===== src/hw/rtl/gbt_pkg.sv =====
// ----------------------------------------------------------------------------
// gbt_pkg: shared types and constants
// Pixel and window types, field widths, register indexes and kernel weights
// for the 5x5 blur and threshold unit.
// ----------------------------------------------------------------------------
package gbt_pkg;

  localparam int unsigned PixW    = 8;
  localparam int unsigned RowW    = 12;
  localparam int unsigned OutColW = 10;
  localparam int unsigned WidthW  = 11;
  localparam int unsigned CfgW    = 12;
  localparam int unsigned ThrW    = 8;
  localparam int unsigned SumW    = 18;

  localparam int unsigned MinSize   = 7;
  localparam int unsigned MaxHeight = 4095;

  localparam logic [WidthW-1:0] WidthRst  = 11'd640;
  localparam logic [RowW-1:0]   HeightRst = 12'd480;
  localparam logic [ThrW-1:0]   ThrRst    = 8'd120;

  localparam logic [PixW-1:0] PixBlack = 8'd0;
  localparam logic [PixW-1:0] PixWhite = 8'd255;

  // kernel weights in thousandths, grouped by symmetric position
  localparam logic [7:0] WCorner = 8'd3;
  localparam logic [7:0] WEdge   = 8'd13;
  localparam logic [7:0] WMidOut = 8'd22;
  localparam logic [7:0] WDiag   = 8'd60;
  localparam logic [7:0] WCross  = 8'd98;
  localparam logic [7:0] WCenter = 8'd162;
  localparam logic [9:0] ThrScale = 10'd1000;

  typedef enum logic [1:0] {
    CfgImageWidth  = 2'd0,
    CfgImageHeight = 2'd1,
    CfgThreshold   = 2'd2,
    CfgUnused      = 2'd3
  } cfg_idx_e;

  typedef logic [PixW-1:0] pix_t;
  typedef pix_t [4:0][4:0] window_t;

  typedef struct packed {
    logic [RowW-1:0]    row;
    logic [OutColW-1:0] col;
    logic               inner;
    logic               eof;
  } res_meta_t;

endpackage


===== src/hw/rtl/gbt_kernel.sv =====
// ----------------------------------------------------------------------------
// gbt_kernel: weighted 5x5 sum and threshold compare
// Adds window pixels of equal weight into registered group sums, then
// weights the groups and compares against threshold times 1000.
// ----------------------------------------------------------------------------
module gbt_kernel (
  input  logic             clk_i,
  input  logic             load_i,
  input  gbt_pkg::window_t win_i,
  input  logic [gbt_pkg::ThrW-1:0] thr_i,
  output logic             white_o
);
  import gbt_pkg::*;

  logic [9:0]  g_corner_d, g_corner_q;
  logic [10:0] g_edge_d,   g_edge_q;
  logic [9:0]  g_midout_d, g_midout_q;
  logic [9:0]  g_diag_d,   g_diag_q;
  logic [9:0]  g_cross_d,  g_cross_q;
  logic [7:0]  g_center_d, g_center_q;
  logic [SumW-1:0] sum;
  logic [SumW-1:0] limit;

  // pixels sharing a weight
  always_comb begin
    g_corner_d = 10'(win_i[0][0]) + 10'(win_i[0][4]) + 10'(win_i[4][0]) + 10'(win_i[4][4]);
    g_edge_d   = 11'(win_i[0][1]) + 11'(win_i[0][3]) + 11'(win_i[1][0]) + 11'(win_i[1][4])
               + 11'(win_i[3][0]) + 11'(win_i[3][4]) + 11'(win_i[4][1]) + 11'(win_i[4][3]);
    g_midout_d = 10'(win_i[0][2]) + 10'(win_i[2][0]) + 10'(win_i[2][4]) + 10'(win_i[4][2]);
    g_diag_d   = 10'(win_i[1][1]) + 10'(win_i[1][3]) + 10'(win_i[3][1]) + 10'(win_i[3][3]);
    g_cross_d  = 10'(win_i[1][2]) + 10'(win_i[2][1]) + 10'(win_i[2][3]) + 10'(win_i[3][2]);
    g_center_d = win_i[2][2];
  end

  always_ff @(posedge clk_i) begin
    if (load_i) begin
      g_corner_q <= g_corner_d;
      g_edge_q   <= g_edge_d;
      g_midout_q <= g_midout_d;
      g_diag_q   <= g_diag_d;
      g_cross_q  <= g_cross_d;
      g_center_q <= g_center_d;
    end
  end

  // constant weights, exact integer sum
  always_comb begin
    sum = SumW'(g_corner_q) * SumW'(WCorner)
        + SumW'(g_edge_q)   * SumW'(WEdge)
        + SumW'(g_midout_q) * SumW'(WMidOut)
        + SumW'(g_diag_q)   * SumW'(WDiag)
        + SumW'(g_cross_q)  * SumW'(WCross)
        + SumW'(g_center_q) * SumW'(WCenter);
    limit = SumW'(thr_i) * SumW'(ThrScale);
  end

  assign white_o = (sum >= limit);

endmodule


===== config.mk =====
export PLATFORM = sky130hd
export DESIGN_NAME = gbt_kernel
export DESIGN_NICKNAME = d
export VERILOG_FILES = /design/src/hw/rtl/gbt_pkg.sv /design/src/hw/rtl/gbt_kernel.sv
export SDC_FILE = /design/constraint.sdc
export NUM_CORES = 1
export LEC_CHECK = 0
export CAP_MARGIN = 25
export CORE_MARGIN = 5
export CORE_UTILIZATION = 60
export CTS_CLUSTER_DIAMETER = 200
export CTS_CLUSTER_SIZE = 20
export DETAILED_ROUTE_END_ITERATION = 6
export DONT_BUFFER_PORTS = 1
export GPL_ROUTABILITY_DRIVEN = 0
export PLACE_DENSITY = 0.77
export SLEW_MARGIN = 20
export SYNTH_ARGS = -nofsm -noshare
export SYNTH_HDL_FRONTEND = slang
export SYNTH_SLANG_ARGS = --single-unit

===== constraint.sdc =====
create_clock -name clk_i -period 10 [get_ports clk_i]
set_clock_uncertainty 0.15 [all_clocks]
set_input_delay 1.5 -clock clk_i [delete_from_list [all_inputs] [get_ports clk_i]]
set_output_delay 1.5 -clock clk_i [all_outputs]
set_load 0.05 [all_outputs]

Word-level counts from Yosys, hierarchy flattened
Index checks and enable logic that the tools add are counted.
- multipliers: 7
- add/subtract/negate cells: 24
- $lt $le $gt $ge: 1
- operator list (kind ; count):
    $add 9x8->10 ; 5
    $add 8x8->9 ; 5
    $add 11x8->11 ; 4
    $add 10x8->10 ; 4
    $mul 8x7->15 const B ; 2
    $mul 10x4->14 const B ; 2
    $add 17x16->18 ; 1
    $add 18x16->18 ; 1
    $add 18x17->18 ; 1
    $ge 18x18->1 ; 1
    $add 16x15->17 ; 1
    $add 12x15->16 ; 1
    $mul 10x6->16 const B ; 1
    $mul 11x4->15 const B ; 1
    $mul 10x2->12 const B ; 1
    $add 10x8->11 ; 1
- output and inout port bits: 1
- word-level logic and storage cells: 38
- input bits: 210
- bits in registers: 59

Logic depth before layout (Yosys ltp)
- depth in word-level cells: 7
- depth in mapped cells: 33
- gate-level depth less buffers: 33

Worst setup path after synthesis
Ideal clock, no wire load.
- path type: register to output
- from: reg g_diag_q[3]
- to: out white_o
- arrival time: 7.634 ns
- path buffers: 0
- slack: 0.716 ns
- required time: 8.350 ns
- cell stages (with the launch flop): 32
- cells stage by stage: edfxtp_1 -> inv_1 -> fa_1 -> fa_1 -> inv_1 -> ha_1 -> o21ai_0 -> nor2_1 -> o21a_1 -> nor2_1 -> xor2_1 -> fa_1 -> fa_1 -> fa_1 -> inv_1 -> fa_1 -> inv_1 -> fa_1 -> inv_1 -> ha_1 -> a211oi_1 -> o211ai_1 -> nand4_1 -> o221ai_1 -> a21oi_1 -> xnor2_1 -> ha_1 -> nor2b_1 -> o21ai_0 -> nand2b_1 -> nor3b_1 -> a21oi_1
- longest elaborated chain between the ends: 5
- ends and longest elaborated chain (what ; RTL line ; text):
    start, declared ; gbt_kernel.sv:18 ; logic [9:0] g_diag_d, g_diag_q;
    start signal, assigned ; gbt_kernel.sv:40 ; g_diag_q <= g_diag_d;
    $mul 10x4->14 ; gbt_kernel.sv:51 ; + SumW'(g_diag_q) * SumW'(WDiag)
    $add 17x16->18 ; gbt_kernel.sv:51 ;
    $add 18x17->18 ; gbt_kernel.sv:52 ; + SumW'(g_cross_q) * SumW'(WCross)
    $add 18x16->18 ; gbt_kernel.sv:53 ; + SumW'(g_center_q) * SumW'(WCenter);
    $ge 18x18->1 ; gbt_kernel.sv:57 ; assign white_o = (sum >= limit);
    end, declared ; gbt_kernel.sv:11 ; output logic white_o
Every way passes these cells.

Worst setup path after layout
- from: reg g_diag_q[2]
- to: out white_o
The elaborated chain is that of the path after synthesis.

==> results.json <==
{
  "tightest_slew_ns": 0.421,
  "first_global_vias": 9146,
  "layout.nets": 1951,
  "grt_usage_pct": 20.2,
  "cts.sinks": 59,
  "ys_seq_area_share_pct": 13.2,
  "viasPerCell": 5.39,
  "crit_path_end": "white_o",
  "hpwl_mm": 22.6,
  "core_area_um2": 21900,
  "num_rows": 54,
  "io_buffers": 0,
  "hold_ws_ns": 1.10,
  "cts_hold_buf": 0,
  "synth_edf_count": 59,
  "antenna_found_initial": 0,
  "cts_max_path_buffers": 2,
  "synth_fp_nets": 1933,
  "ys_seq_elements": 59,
  "ys_async_sr_fraction_pct": 0,
  "grt_overflow": 0,
  "synth_top_cell_area_share_pct": 36.5,
  "grt_max_degree": 60,
  "finalCritPeriodShare_pct": 95.7,
  "synthTopCellsByArea": "fa_1 (37%), ha_1 (23%), edfxtp_1 (13%)",
  "cts_max_level": 3,
  "utilization_pct": 64.7,
  "n_fill_cell": 1712,
  "grt_pass1_wl_mm": 42.3,
  "finalMaxSlewViolations": 0,
  "fp.dieH_um": 159,
  "syn_inst": 1230,
  "antenna_left": 0,
  "area_growth_pct": 5.87,
  "drive_above_1_share_pct": 4.47,
  "dp_worst_setup_slack_ns": 0.515,
  "ys_warn_count": 0,
  "cts_tree": "done",
  "crit_required_ns": 8.35,
  "avgRoutedWirePerCell_um": 16.1,
  "worst_slack_ns": 0.429,
  "synth_top_flop_cell": "edfxtp_1",
  "cp-start-kind": "register",
  "slew_headroom_pct": 71.6,
  "hold_violations": 0,
  "min_path_type": "input pin to register",
  "crit_start": "g_diag_q[2]$_DFFE_PP_",
  "cap_violations": 0,
  "die_w_um": 159,
  "drt_wl_total_mm": 24.7,
  "dr.first_iter.drc_count": 313,
  "cts_inserted_buffers": 9,
  "drc_errors": 0,
  "floorplan.initialDensity_pct": 61.1,
  "synth_top_cell_by_area": "fa_1",
  "cp_max_fo": 4,
  "clk_pin_slew_worst_paths_ns": 0.06,
  "regArea_um2": 1770,
  "outcome": "finished clean",
  "layout_min_cycle_time_ns": 9.57,
  "multi_input_area_um2": 10600,
  "die_area_um2": 25400,
  "ios": 211,
  "finalSetupViolations": 0,
  "syn_avg_cell_area_um2": 10.9,
  "worst_path_max_delay_cell": "fa_1",
  "synth_area_um2": 13400,
  "end_kind": "output port",
  "max_freq_mhz": 104,
  "synth_cell_types": 49,
  "crit_top_cell": "fa_1",
  "num_vias": 8261,
  "cpPeakStageDelay_ns": 0.53,
  "arrival_ns": 7.92,
  "firstDrtPassIters": 4,
  "crit_type": "register to output port",
  "root_buffer": "clkbuf_16"
}
[critical path: cells and delay by family (launching register included)]
family	cells	cell delay [ns]
simple gates	6	0.76
compound gates	8	1.20
fa+ha+maj	10	4.32
xor+xnor	2	0.34
buf+inv	6	0.52
flops	1	0.43
[how the worst min path moves through the flow]
stage / startpoint / end / slack (ns) / cells past startpoint
finish: win_i[98] / g_center_q[2]$_DFFE_PP_ / 1.10 / 0
detailed placement: win_i[100] / g_center_q[4]$_DFFE_PP_ / 1.45 / 0
floorplan: win_i[96] / g_center_q[0]$_DFFE_PP_ / 1.45 / 0
CTS: win_i[96] / g_center_q[0]$_DFFE_PP_ / 1.08 / 0
global route: win_i[96] / g_center_q[0]$_DFFE_PP_ / 1.08 / 0
global placement: win_i[100] / g_center_q[4]$_DFFE_PP_ / 1.45 / 0
[routing by layer]
layer,share of wire [%],wire length (µm),vias to the layer above,track usage [%]
met3,3.7,909,27,3.37
met2,54,13300,160,37.2
met5,0,0,-,0
li1,-,-,4025,-
met1,41,10100,4049,24.8
met4,1.4,357,0,4.58
[cell usage after synthesis (2+ instances only)]
| library cell | number |
|---|---|
| inv_1 | 287 |
| ha_1 | 249 |
| fa_1 | 244 |
| edfxtp_1 | 59 |
| xnor2_1 | 59 |
| a21oi_1 | 55 |
| nor2_1 | 42 |
| o21ai_0 | 39 |
| xor2_1 | 30 |
| nand2_1 | 29 |
| a21o_1 | 25 |
| nand2b_1 | 12 |
| nor3_1 | 12 |
| nor2b_1 | 9 |
| o21a_1 | 8 |
| a211oi_1 | 7 |
| o21ai_1 | 7 |
| o21bai_1 | 7 |
| o41ai_1 | 5 |
| nand3_1 | 4 |
| a21oi_2 | 3 |
| nand4_1 | 3 |
| a211oi_2 | 2 |
| a21boi_0 | 2 |
| a31oi_1 | 2 |
| and4b_1 | 2 |
| o211a_1 | 2 |
| o211ai_1 | 2 |
| o31ai_1 | 2 |
| or3_1 | 2 |
[cell type report]
class	instances	area share, %
clock inverters	7	0.548
repair buffers	7	0.371
clock buffers	9	1.59
flip-flops and latches	59	12.5
well taps	280	2.47
inverters	287	7.60
diodes	1	0.0177
multi-input cells	884	74.9
[kinds of logic (layout without fill, tap and decap cells)]
group | after synthesis | count (layout) | synth area share [%]
DFF | 59 | 59 | 13.2
xor gates and xnor gates | 89 | 89 | 5.83
and+or+nand+nor | 123 | 123 | 4.48
adders and majority gates | 493 | 493 | 59.8
other | 0 | 1 | 0
buffers and inverters | 287 | 310 | 8.05
AOI/OAI and AO/OA | 179 | 179 | 8.62
[per-stage QoR]
| step | TNS, ns | cells | instance area [µm²] |
|---|---|---|---|
| final | 0 | 1534 | 14200 |
| after global routing | -0.0329 | 1533 | 14200 |
| after CTS | 0 | 1527 | 14000 |
| after detailed placement | 0 | 1511 | 13700 |
| after global placement | 0 | 1511 | 13700 |
| after floorplan | 0 | 1230 | 13400 |
[placed cells by master, fill, tap and decap left out, drive strengths merged, types with 2 or more instances in the layout]
cell	n
a211oi	9
a21boi	2
a21o	26
a21oi	58
a31oi	2
and4b	2
buf	7
clkbuf	9
clkinv	4
edfxtp	59
fa	244
ha	249
inv	288
nand2	29
nand2b	12
nand3	4
nand4	3
nor2	42
nor2b	10
nor3	12
nor4	2
o211a	2
o211ai	3
o21a	8
o21ai	47
o21bai	7
o22ai	2
o31ai	3
o41ai	6
or3	2
xnor2	59
xor2	30
[timing repair]
item                                    CTS  global route
gates resized for setup                   0            21
endpoints found under the setup margin    0             1
setup buffers                             0             6
[registers in the layout, summed over array words and instances, names as in the netlist]
register / cells
g_center_q: 8
g_corner_q: 10
g_cross_q: 10
g_diag_q: 10
g_edge_q: 11
g_midout_q: 10
Power is left out: the tool's default activity adds up to more than one toggle a clock period on the data nets, which glitch-free logic cannot reach.
